### src/salcd_pkg.sv
// Shared constants and types for the set-associative LRU cache directory.
`timescale 1ns / 1ps

package salcd_pkg;

   // Default geometry
   localparam int DEF_SETS      = 64;
   localparam int DEF_WAYS      = 4;
   localparam int DEF_ADDR_BITS = 24;

   // Port widths
   localparam int ADDR_W     = 24;
   localparam int OFFSET_W   = 4;
   localparam int INDEX_W    = 3;
   localparam int WAYS_W     = 3;
   localparam int RANK_W     = 2;
   localparam int CSR_IDX_W  = 2;
   localparam int CSR_DATA_W = 4;

   // Raw set index before wrapping: up to 2**INDEX_W - 1 bits
   localparam int IDX_RAW_W  = (1 << INDEX_W) - 1;
   localparam int IDX_LUT_N  = 1 << IDX_RAW_W;

   // Register indexes
   localparam logic [CSR_IDX_W-1:0] REG_OFFSET_BITS = 2'd0;
   localparam logic [CSR_IDX_W-1:0] REG_INDEX_BITS  = 2'd1;
   localparam logic [CSR_IDX_W-1:0] REG_WAYS_USED   = 2'd2;

   // Register reset values
   localparam logic [OFFSET_W-1:0] RST_OFFSET_BITS = 4'd2;
   localparam logic [INDEX_W-1:0]  RST_INDEX_BITS  = 3'd6;
   localparam logic [WAYS_W-1:0]   RST_WAYS_USED   = 3'd4;

   // Operation codes
   localparam logic OP_LOAD  = 1'b0;
   localparam logic OP_STORE = 1'b1;

   // Largest reportable recency rank
   localparam logic [RANK_W-1:0] RANK_MAX = 2'd3;

   typedef struct packed {
      logic clear;    // write an empty row at the sweep address
      logic capture;  // latch the transaction and read its set
      logic update;   // compare, reorder the set, post the result
   } ctrl_cmd_type;

   typedef struct packed {
      logic clear_last;  // sweep address is at the last set
   } dp_status_type;

endpackage

### src/salcd_ctrl.sv
// Controller state machine: clear sweep, idle, lookup.
`timescale 1ns / 1ps

module salcd_ctrl (
   input  logic                     clock,
   input  logic                     reset,
   input  logic                     start,
   output logic                     busy,
   output salcd_pkg::ctrl_cmd_type  cmd,
   input  salcd_pkg::dp_status_type status
);

   localparam logic [1:0] ST_CLEAR  = 2'd0;
   localparam logic [1:0] ST_IDLE   = 2'd1;
   localparam logic [1:0] ST_LOOKUP = 2'd2;

   logic [1:0] state_ff;
   logic [1:0] state_in;

   always_comb begin
      state_in    = state_ff;
      cmd         = '0;
      case (state_ff)
         ST_CLEAR: begin
            cmd.clear = 1'b1;
            if (status.clear_last) begin
               state_in = ST_IDLE;
            end
         end
         ST_IDLE: begin
            if (start) begin
               cmd.capture = 1'b1;
               state_in    = ST_LOOKUP;
            end
         end
         ST_LOOKUP: begin
            cmd.update = 1'b1;
            state_in   = ST_IDLE;
         end
         default: begin
            state_in = ST_CLEAR;
         end
      endcase
   end

   always_ff @(posedge clock) begin
      if (reset) begin
         state_ff <= ST_CLEAR;
      end else begin
         state_ff <= state_in;
      end
   end

   assign busy = (state_ff != ST_IDLE);

endmodule

### config.mk
export PLATFORM = sky130hd
export DESIGN_NAME = salcd_ctrl
export DESIGN_NICKNAME = d
export VERILOG_FILES = /design/src/salcd_pkg.sv /design/src/salcd_ctrl.sv
export SDC_FILE = /design/constraint.sdc
export NUM_CORES = 1
export LEC_CHECK = 0
export ABC_AREA = 1
export BUFFER_PORTS_ARGS = -buffer_cell sky130_fd_sc_hd__buf_2
export CAP_MARGIN = 15
export CORE_AREA = 8 8 45 47
export DETAILED_ROUTE_END_ITERATION = 12
export DIE_AREA = 0 0 53 55
export SYNTH_ARGS = -nofsm -noshare
export SYNTH_HDL_FRONTEND = slang
export SYNTH_SLANG_ARGS = --single-unit
### constraint.sdc
create_clock -name clock -period 0.8 [get_ports clock]
set_input_delay 0.08 -clock clock [delete_from_list [all_inputs] [get_ports clock]]
set_output_delay 0.08 -clock clock [all_outputs]
set_load 0.02 [all_outputs]
# --- Word level (Yosys, flattened, before mapping) ---
# Index checks and enable logic that the tools add are counted.
word_totals:
  register_bits: 2
  latchBits: 0
  mem_bits_rw: 0
  mem_bits_ro: 0
  input_bits: 4
  out_inout_bits: 4
  elab_cells: 15
  mem_count: 0
op_classes:
  add_sub_neg: 0
  mul: 0
  n_div: 0
  magnitude_cmp: 0
  eq_ne: 5
  shifts: 0
  muxes: 7
  n_bitwise: 0
  reduce_logical: 2
op_table:
  columns: ["operator", "n"]
  rows:
  - ["$pmux 2 s3", 1]
  - ["$mux 1", 4]
  - ["$mux 2", 2]
  - ["$ne 2x2->1 const B", 2]
  - ["$eq 2x1->1 const B", 1]
  - ["$eq 2x2->1 const B", 1]
  - ["$logic_not 2->1", 1]
  - ["$ne 2x1->1 const B", 1]
  - ["$reduce_and 2->1", 1]

# --- Depth between registers and ports, before layout ---
# Gate-level depths: netlist of the first run.
logic_depth:
  ltp_word: 3
  mapped_depth: 4
  ltp_nobuf: 4

# --- Worst setup path before layout of the first run ---
# No wires, ideal clock.
synth_timing:
  path_kind: "reg-to-output"
  from: "reg state_ff[0]"
  to: "out cmd[1] (netlist name)"
  arrival_ps: 885
  t_required_ps: 720
  path_slack_ps: -165
  stages_incl_launch_ff: 3
  n_path_buf: 0
  cell_sequence: "dfxtp_1 nand2_1 nor2_1"
synth_rtl:
  columns: ["element", "line", "text"]
  rows:
  - ["start: declaration", "salcd_ctrl.sv:17", "logic [1:0] state_ff;"]
  - ["start signal: assignment", "salcd_ctrl.sv:50", "state_ff <= state_in;"]
  - ["end: declaration", "salcd_ctrl.sv:9", "output salcd_pkg::ctrl_cmd_type cmd,"]

==> key figures, run 1 <==
Worst setup path
  • Critical path cell sequence: nand2_4 > nor2_4 > buf_6
  • Largest stage delay, worst path: 0.37 ns
  • Worst setup EP type: output pin
  • FF-to-FF Start: state_ff[1]
  • Number of buffers and inverters on the critical path: 1
  • Critical path startpoint: state_ff[0]
  • Worst Setup Start Kind: flop
  • Worst path top cell family by delay: flip-flops
  • Slowest-stage cell, CP: dfxtp_4
  • WS Path Type: flop to output pin
  • CP Data Required Time: between 0.7 and 0.8 ns
  • Crit path DAT: roughly 0.86 ns
  • Worst Path Max Fanout: 4

Global routing
  • Antenna violations before repair: 0
  • Largest net degree at the start of global routing: 5
  • Grt ovf: 0
  • Vias in the first global route: 132
  • Global-route wire length before repair: around 440 µm
  • GRT Util Overall: 2.73%

Synthesis
  • Synth Flop Type: dfxtp_1
  • Syn Nets: 19
  • YS warnings: 0
  • Number of flops mapped to enable cells by yosys: 0
  • Area leader, netlist: dfxtp_1
  • Yosys cell types: 7
  • Synth top area cells: dfxtp_1, inv_1, nand2_1
  • Mapped Cells: 15
  • Async SR Flop Fraction: 0%
  • Register bit total from synthesis: 2
  • Post-synth top area share: 39.5%
  • Mapped Avg Cell Area: 6.76 µm²
  • Sequential area share after synthesis: 39.5%
  • Most common cell in the netlist: inv_1
  • Commonest cells post-synth: inv_1, nand2_1, nor2_1, dfxtp_1
  • Mapped Area: about 100 µm²

Clock network
  • Clock Latency Late Sink: roughly 0.22 ns
  • Num Clock Sinks: 2
  • Max Buffers Root-to-Sink: 2
  • CTS tree: built
  • Clk root buf: clkbuf_4
  • H-tree Lvls: 1
  • Setup Buffers After CTS: 0
  • Worst-path clk slew: 0.03 ns
  • Hold-fix buffers, CTS: 0
  • CTS buffer count: 3

Detailed routing
  • DRC: 0
  • Via count: 130
  • Routed wire per std cell: roughly 7.5 µm
  • Via density: ~3.1
  • DR pass1 iterations: 1
  • Number of DRC markers in iteration 0: 0
  • Final WL: about 320 µm
  • Post-DRT Antenna Nets: 0

Placement
  • Final GP Congestion: between 0.7 and 0.8
  • Dpl ws: -0.0467 ns
  • Placed cell area: between 150 and 200 µm²
  • Post-DP HPWL: 239 µm
  • Port bufs: 7
  • Placed instance count: 39

Final layout
  • Final core occ: 16.6%
  • Register area: between 40 and 50 µm²
  • N_diodes: 0
  • Multi-input gate area: around 66 µm²
  • Design area: ~230 µm²
  • Fraction of layout cells with a size suffix above 1: between 60% and 70%
  • Most flop-heavy register: state_ff
  • Area added between synthesis and finish: 127%
  • Max reg flops: 2
  • Layout Nets: 32
  • Fillers: between 150 and 200
  • Post-route insts no fill: between 40 and 50
  • Biggest regs: state_ff x2

Timing
  • Fin. Hold Viols: 0
  • Worst Slack Setup Final: -0.136 ns
  • Setup violations, final: 4
  • Setup Skew: 0.00329 ns
  • Normalized max-slew margin: roughly nine tenths
  • Final max-slew violation count: 0
  • Final period utilization: 117%
  • Unrepaired setup endpoints after global routing: true
  • Final Critical Period: between 0.9 and 1 ns
  • Slew @ Worst Pin: approximately 0.13 ns
  • Fmax: 1070 MHz

Floorplan
  • Die X: 53 µm
  • Core outline area: between 1000 and 1500 µm²
  • IO Count: 8
  • Initial Util: about 7.3%
  • Die Y: ~55 µm
  • Die ar.: 2920 µm²
  • Row cnt: 14

Run status
  • Failing checks: negative setup slack
  • Status: complete, but fails checks

Power and ir drop
  • Max IR drop VDD: between 0.0002 and 0.0003 V
  • Cell Pwr Density: 1910 nW/µm²
  • P_leak: roughly 0.11 nW

Flow run
  • Max-cap violations: 0

Hold path
  • HP Start: reset
  • Hold Crit Class: input pin to flop
## path summary, 6_finish.rpt
check                end  slack, ns  depth (start not counted)
min          state_ff[1]       0.04                          2
max reg2reg  state_ff[0]       0.04                          5
min reg2reg  state_ff[1]       0.53                          3
max               cmd[1]      -0.14                          3
## per-layer routing
metal	track usage, %	vias up	wire [µm]
met5	0	-	0
met4	3.88	0	0
met3	4.01	0	87
met2	3.52	8	131
met1	1.21	56	97
li1	-	66	-
## placed cells by master, fill, tap and decap left out
cell / synthesis / routed
o21a_1: 1 / 1
nand2_4: 0 / 1
nand2_1: 3 / 2
dfxtp_4: 0 / 1
nor2_4: 0 / 2
nor3_2: 1 / 1
buf_6: 0 / 3
buf_4: 0 / 1
inv_1: 4 / 3
inv_2: 0 / 1
buf_2: 0 / 4
dfxtp_2: 0 / 1
clkbuf_4: 0 / 3
nor2_1: 3 / 2
## what timing repair did
item,CTS,global route
resized for setup,11,0
endpoints found under the setup margin,4,4
gates cloned,0,0
pin swaps,2,0
## metrics by stage
stage / TNS [ns] / hold WS [ns] / power [mW]
global placement: -0.0388 / 0.273 / 0.198
detailed placement: -0.0467 / 0.274 / 0.199
floorplan: -0.0170 / 0.151 / 0.169
global route: -0.644 / 0.0329 / 0.466
CTS: -0.544 / 0.0274 / 0.458
finish: -0.515 / 0.0372 / 0.440
## cell type report
| type | count | area share, % |
|---|---|---|
| multi-input combinational | 9 | 28.8 |
| tap | 16 | 8.70 |
| sequential | 2 | 19.6 |
| timing repair buffer | 8 | 26.6 |
| clock buffer | 3 | 9.78 |
| inverter | 4 | 6.52 |
## report_power, final
group          total, mW  internal [mW]  switching (mW)
clock network      0.222          0.165          0.0565
registers          0.119          0.108          0.0108
logic             0.0991         0.0473          0.0518
total              0.440          0.321           0.119
## kinds of logic after synthesis
family / Yosys count / share of synthesized area [%]
AOI/OAI and AO/OA: 1 / 7.41
buffers and inverters: 4 / 14.8
DFF: 2 / 39.5
and+or+nand+nor: 8 / 38.3
Power figures use the tool's default switching activity.
==> run 2, diff against run 1 <==
- CELL_PAD_IN_SITES_DETAIL_PLACEMENT: not set -> 1
- CELL_PAD_IN_SITES_GLOBAL_PLACEMENT: not set -> 1
- PLACE_DENSITY_LB_ADDON: not set -> 0.1
==> key figures, run 2 (same netlist as run 1, synthesis figures left out) <==
Detailed routing
  • DR pass1 iterations: 1 (unchanged)
  • Via count: 130 (unchanged)
  • Post-DRT Antenna Nets: 0 (unchanged)
  • Routed wire per std cell: 8.36 µm (+11%)
  • DRC: 0 (unchanged)
  • Number of DRC markers in iteration 0: 0 (unchanged)
  • Final WL: 368 µm (+16%)
  • Via density: 2.95 (-4.5%)

Worst setup path
  • FF-to-FF path depth: 6 (+1)
  • Worst setup EP type: output pin
  • CP Data Required Time: 0.72 ns (about the same)
  • Worst Path Max Fanout: 3 (-1)
  • WS Path Type: flop to output pin
  • Worst path top cell family by delay: flip-flops
  • Number of buffers and inverters on the critical path: 2 (+1)
  • Largest stage delay, worst path: 0.35 ns (-0.02 ns)
  • Slowest-stage cell, CP: dfxtp_4
  • Levels on crit path: 4 (+1)
  • Critical path cell sequence: inv_2 > nand2_2 > nor2_4 > buf_6
  • Worst Setup Start Kind: flop
  • Crit path DAT: 0.89 ns (+0.03 ns)

Clock network
  • CTS buffer count: 3 (unchanged)
  • H-tree Lvls: 1 (unchanged)
  • Num Clock Sinks: 2 (unchanged)
  • Clk root buf: clkbuf_4
  • Worst-path clk slew: 0.03 ns (about the same)
  • Max Buffers Root-to-Sink: 2 (unchanged)
  • Clock Latency Late Sink: 0.22 ns (about the same)
  • CTS tree: built
  • Hold-fix buffers, CTS: 0 (unchanged)

Timing
  • Final Critical Period: 0.973 ns (+0.0378 ns)
  • Fin. Hold Viols: 0 (unchanged)
  • Unrepaired setup endpoints after global routing: true
  • Final max-slew violation count: 0 (unchanged)
  • Worst Slack Setup Final: -0.173 ns (-0.0378 ns)
  • Setup Skew: 0.000680 ns (-0.00261 ns)
  • Setup violations, final: 5 (+1)
  • Normalized max-slew margin: 91.4% (about the same)
  • Slew @ Worst Pin: 0.129 ns (+0.00000191 ns)
  • Final period utilization: 122% (+4.7 points)
  • Fmax: 1030 MHz (-3.9%)

Final layout
  • Most frequent cells in the layout: buf_6, inv_1, clkbuf_4, buf_2, buf_4
  • Fillers: 168 (+7.7%)
  • Layout Nets: 34 (+6.3%)
  • Post-route insts no fill: 44 (+4.8%)
  • Multi-input gate area: 61.3 µm² (-7.5%)
  • N_diodes: 0 (unchanged)
  • Biggest regs: state_ff x2
  • Commonest non-fill, non-tap cell in the layout: buf_6
  • Max reg flops: 2 (unchanged)
  • Area added between synthesis and finish: 143%
  • Fraction of layout cells with a size suffix above 1: 71.4% (+2.2 points)
  • Register area: 45.0 µm² (unchanged)
  • Design area: 246 µm² (+7.1%)
  • Most flop-heavy register: state_ff

Global routing
  • Met1 usage: 2.87% (+1.7 points)
  • Met2 usage: 4.30% (+0.78 points)
  • Global-route wire length before repair: 614 µm (+39%)
  • Antenna violations before repair: 0 (unchanged)
  • GRT Util Overall: 3.38% (+0.65 points)
  • Grt ovf: 0 (unchanged)
  • Vias in the first global route: 142 (+7.6%)
  • M3 GR Usage: 2.41% (-1.6 points)
  • Gr busiest metal: met4
  • Largest net degree at the start of global routing: 5 (unchanged)

Flow run
  • Max-cap violations: 0 (unchanged)

Floorplan
  • Die Y: 55 µm (unchanged)
  • Row cnt: 14 (unchanged)
  • Initial Util: 7.32% (unchanged)
  • Die ar.: 2920 µm² (unchanged)
  • Core outline area: 1380 µm² (unchanged)
  • IO Count: 8 (unchanged)
  • Die X: 53 µm (unchanged)

Power and ir drop
  • P_leak: 0.123 nW (+10%)
  • Max IR drop VDD: 0.000583 V (+130%)
  • Cell Pwr Density: 1860 nW/µm² (-2.7%)

Placement
  • Placed cell area: 186 µm² (+4.2%)
  • Placed instance count: 40 (+2.6%)
  • Final GP Congestion: 0.569 (-21%)
  • Port bufs: 7 (unchanged)

Hold path
  • Hold Path Depth: 2 (unchanged)
  • Hold Crit Class: input pin to flop

Run status
  • Failing checks: negative setup slack
  • Status: complete, but fails checks
run 2: changes by cell type in the layout (fill, tap and decap cells not counted), sizes merged:
cell,previous run,this run
buf,8,10
run 2: layout make-up:
type / count / share of cell area [%]
clock buffer: 3 / 9.14
sequential: 2 / 18.3
tap: 16 / 8.12
inverter: 4 / 6.09
timing repair buffer: 10 / 33.5
multi-input combinational: 9 / 24.9
run 2: final timing paths:
| check | start | to | slack [ns] |
|---|---|---|---|
| worst max-delay path | state_ff[1] | cmd[1] | -0.17 |
| worst max register to register | state_ff[0] | state_ff[0] | -0.07 |
| worst min register to register | state_ff[0] | state_ff[0] | 0.56 |
| worst min-delay path | reset | state_ff[1] | 0.04 |
run 2: through the flow:
stage / setup slack (ns) / hold slack (ns) / utilization (%) / total power, mW / setup TNS, ns
6_report: -0.173 / 0.0357 / 17.8 / 0.458 / -0.683
5_1_grt: -0.226 / 0.0315 / 17.8 / 0.507 / -0.985
4_1_cts: -0.183 / 0.0312 / 17.1 / 0.474 / -0.816
3_5_place_dp: -0.0343 / 0.277 / 13.5 / 0.211 / -0.108
3_3_place_gp: -0.0355 / 0.280 / 13.5 / 0.212 / -0.107
2_1_floorplan: -0.00853 / 0.151 / - / 0.169 / -0.0170
run 2: report_power, final:
group / switching, mW / internal (mW) / total [mW]
Sequential: 0.00874 / 0.106 / 0.115
Combinational: 0.0568 / 0.0660 / 0.123
Clock: 0.0549 / 0.165 / 0.220
Total: 0.120 / 0.338 / 0.458
run 2: layer usage:
layer	up-vias	part of all wire [%]
li1	70	-
met1	57	36
met2	3	57
met3	0	6.8
met4	0	0
met5	-	0
run 2: repair_timing:
item                                    4_1_cts  5_1_grt
resized for setup                             9        3
setup buffers                                 1        0
pin swaps                                     2        1
endpoints found under the setup margin        6        6
==> run 3, diff against run 2 <==
- clock period: 0.8 -> 0.81 ns (I/O delays scaled with it)
==> key figures, run 3 (same netlist as run 1, synthesis figures left out) <==
Detailed routing
  • Via count: 127 (-2.3%)
  • Post-DRT Antenna Nets: 0 (unchanged)
  • DRC: 0 (unchanged)
  • Final WL: 363 µm (-1.4%)
  • Via density: 2.95 (about the same)
  • Routed wire per std cell: 8.44 µm (+0.94%)
  • DR pass1 iterations: 2 (+1)
  • Number of DRC markers in iteration 0: 1 (+1)

Power and ir drop
  • Tot Pwr: 0.443 mW (-3.3%)
  • P_leak: 0.117 nW (-4.9%)
  • Clock network power share: 49.3% (+1.2 points)
  • Max IR drop VDD: 0.000574 V (-1.7%)
  • Sw Share: 26.5% (+0.22 points)
  • Internal power: 0.326 mW (-3.5%)
  • Cell Pwr Density: 1880 nW/µm² (+1.4%)
  • Power share of the combinational group: 24.7% (-2.1 points)
  • Sequential share of power: 26.0% (+0.9 points)
  • Net Sw Power: 0.117 mW (-2.5%)

Worst setup path
  • FF-to-FF path depth: 5 (-1)
  • Worst path top cell family by delay: flip-flops
  • WS Path Type: flop to output pin
  • CP Data Required Time: 0.73 ns (about the same)
  • Number of buffers and inverters on the critical path: 2 (unchanged)
  • Largest stage delay, worst path: 0.34 ns (about the same)
  • Crit path DAT: 0.88 ns (about the same)
  • Crit path top cell by count: buf_6
  • FF-to-FF Start: state_ff[0]
  • Slowest-stage cell, CP: dfxtp_4
  • R2R setup slack: 0.01 ns (+0.08 ns)
  • Reg-to-Reg End: state_ff[0]
  • Worst Setup Start Kind: flop
  • Levels on crit path: 3 (-1)
  • Critical path cell sequence: buf_6 > nor2_4 > buf_6
  • Worst setup EP type: output pin
  • Worst Path Max Fanout: 4 (+1)

Floorplan
  • Die Y: 55 µm (unchanged)
  • Row cnt: 14 (unchanged)
  • Core outline area: 1380 µm² (unchanged)
  • Die ar.: 2920 µm² (unchanged)
  • Die X: 53 µm (unchanged)
  • Initial Util: 7.32% (unchanged)
  • IO Count: 8 (unchanged)

Global routing
  • Gr busiest metal: met4
  • Largest net degree at the start of global routing: 5 (unchanged)
  • Grt ovf: 0 (unchanged)
  • GRT Util Overall: 3.27% (-0.11 points)
  • Met2 usage: 4.10% (-0.20 points)
  • Vias in the first global route: 137 (-3.5%)
  • Met1 usage: 2.57% (-0.30 points)
  • Antenna violations before repair: 0 (unchanged)
  • Global-route wire length before repair: 586 µm (-4.6%)
  • M3 GR Usage: 2.67% (+0.27 points)

Hold path
  • Hold Path Depth: 2 (unchanged)
  • HP Start: reset
  • Worst Hold Path EP: state_ff[1]
  • Hold Crit Class: input pin to flop

Clock network
  • Clock Latency Late Sink: 0.22 ns (about the same)
  • Clk root buf: clkbuf_4
  • Worst-path clk slew: 0.03 ns (about the same)
  • CTS buffer count: 3 (unchanged)
  • CTS tree: built
  • Max Buffers Root-to-Sink: 2 (unchanged)
  • H-tree Lvls: 1 (unchanged)
  • Num Clock Sinks: 2 (unchanged)
  • Setup Buffers After CTS: 0 (-1)

Run status
  • Status: complete, but fails checks
  • Failing checks: negative setup slack

Timing
  • Normalized max-slew margin: 91.4% (about the same)
  • Setup Skew: 0.000412 ns (-0.000268 ns)
  • Slew @ Worst Pin: 0.129 ns (+0.00000477 ns)
  • Setup violations, final: 4 (-1)
  • Worst Slack Setup Final: -0.154 ns (+0.0189 ns)
  • Unrepaired setup endpoints after global routing: true
  • Fin. Hold Viols: 0 (unchanged)
  • Final max-slew violation count: 0 (unchanged)
  • Fmax: between 1000 and 1500 MHz
  • Final Critical Period: about 0.96 ns
  • Final period utilization: 119%
  • Hold slack final: 0.0367 ns (+0.00106 ns)

Final layout
  • Area added between synthesis and finish: 132%
  • N_diodes: 0 (unchanged)
  • Max reg flops: 2 (unchanged)
  • Fraction of layout cells with a size suffix above 1: 70.4% (-1.1 points)
  • Biggest regs: state_ff x2
  • Final core occ: 17.0% (-0.81 points)
  • Layout Nets: 33 (-2.9%)
  • Most flop-heavy register: state_ff
  • Most frequent cells in the layout: inv_1, clkbuf_4, buf_2, buf_4, buf_6

Flow run
  • Max-cap violations: 0 (unchanged)

Placement
  • Final GP Congestion: 0.569 (unchanged)
  • Port bufs: 7 (unchanged)
[run 3: changes by cell type in the layout (fill, tap and decap cells not counted), sizes merged]
cell,delta
buf,-1
[run 3: power groups by stage]
stage / Combinational (mW) / Clock (mW) / Sequential [mW]
after floorplan: 0.0513 / 0 / 0.116
after global placement: 0.0941 / 0 / 0.115
after detailed placement: 0.0942 / 0 / 0.115
after CTS: 0.110 / 0.235 / 0.115
after global routing: 0.120 / 0.255 / 0.116
final: 0.109 / 0.219 / 0.115
[run 3: final cells by class]
cell class                      instances  area, µm²
Inverter                                4       15.0
Timing Repair Buffer                    9       71.3
Clock buffer                            3       22.5
Sequential cell                         2       45.0
Tap cell                               16       20.0
Fill cell                             168       1150
Multi-Input combinational cell          9       61.3
[run 3: what timing repair did]
item,in CTS,in global routing
hold buffers,0,0
pin swaps,0,2
resized for setup,9,2
endpoints found under the setup margin,5,5
[run 3: per-layer routing]
metal / wire (µm) / vias to the layer above / part of all wire [%]
met1: 121 / 56 / 33
met4: 0 / 0 / 0
met5: 0 / - / 0
met2: 205 / 3 / 56
met3: 36 / 0 / 9.9
li1: - / 68 / -
[run 3: how the worst max path moves through the flow]
stage           startpoint           to  slack [ns]
2_1_floorplan  state_ff[0]       cmd[1]      0.0005
3_3_place_gp   state_ff[1]  state_ff[1]       -0.03
3_5_place_dp   state_ff[1]  state_ff[1]       -0.02
4_1_cts        state_ff[0]       cmd[2]       -0.17
5_1_grt        state_ff[1]       cmd[1]       -0.21
6_report       state_ff[0]       cmd[2]       -0.15
[run 3: metrics by stage]
step,std cells,instance area (µm²),TNS (ns),worst slack (ns)
5_1_grt,43,235,-0.863,-0.208
4_1_cts,43,229,-0.673,-0.175
2_1_floorplan,15,116,0,0.000473
6_report,43,235,-0.590,-0.154
3_5_place_dp,40,186,-0.0682,-0.0243
3_3_place_gp,40,186,-0.0693,-0.0255
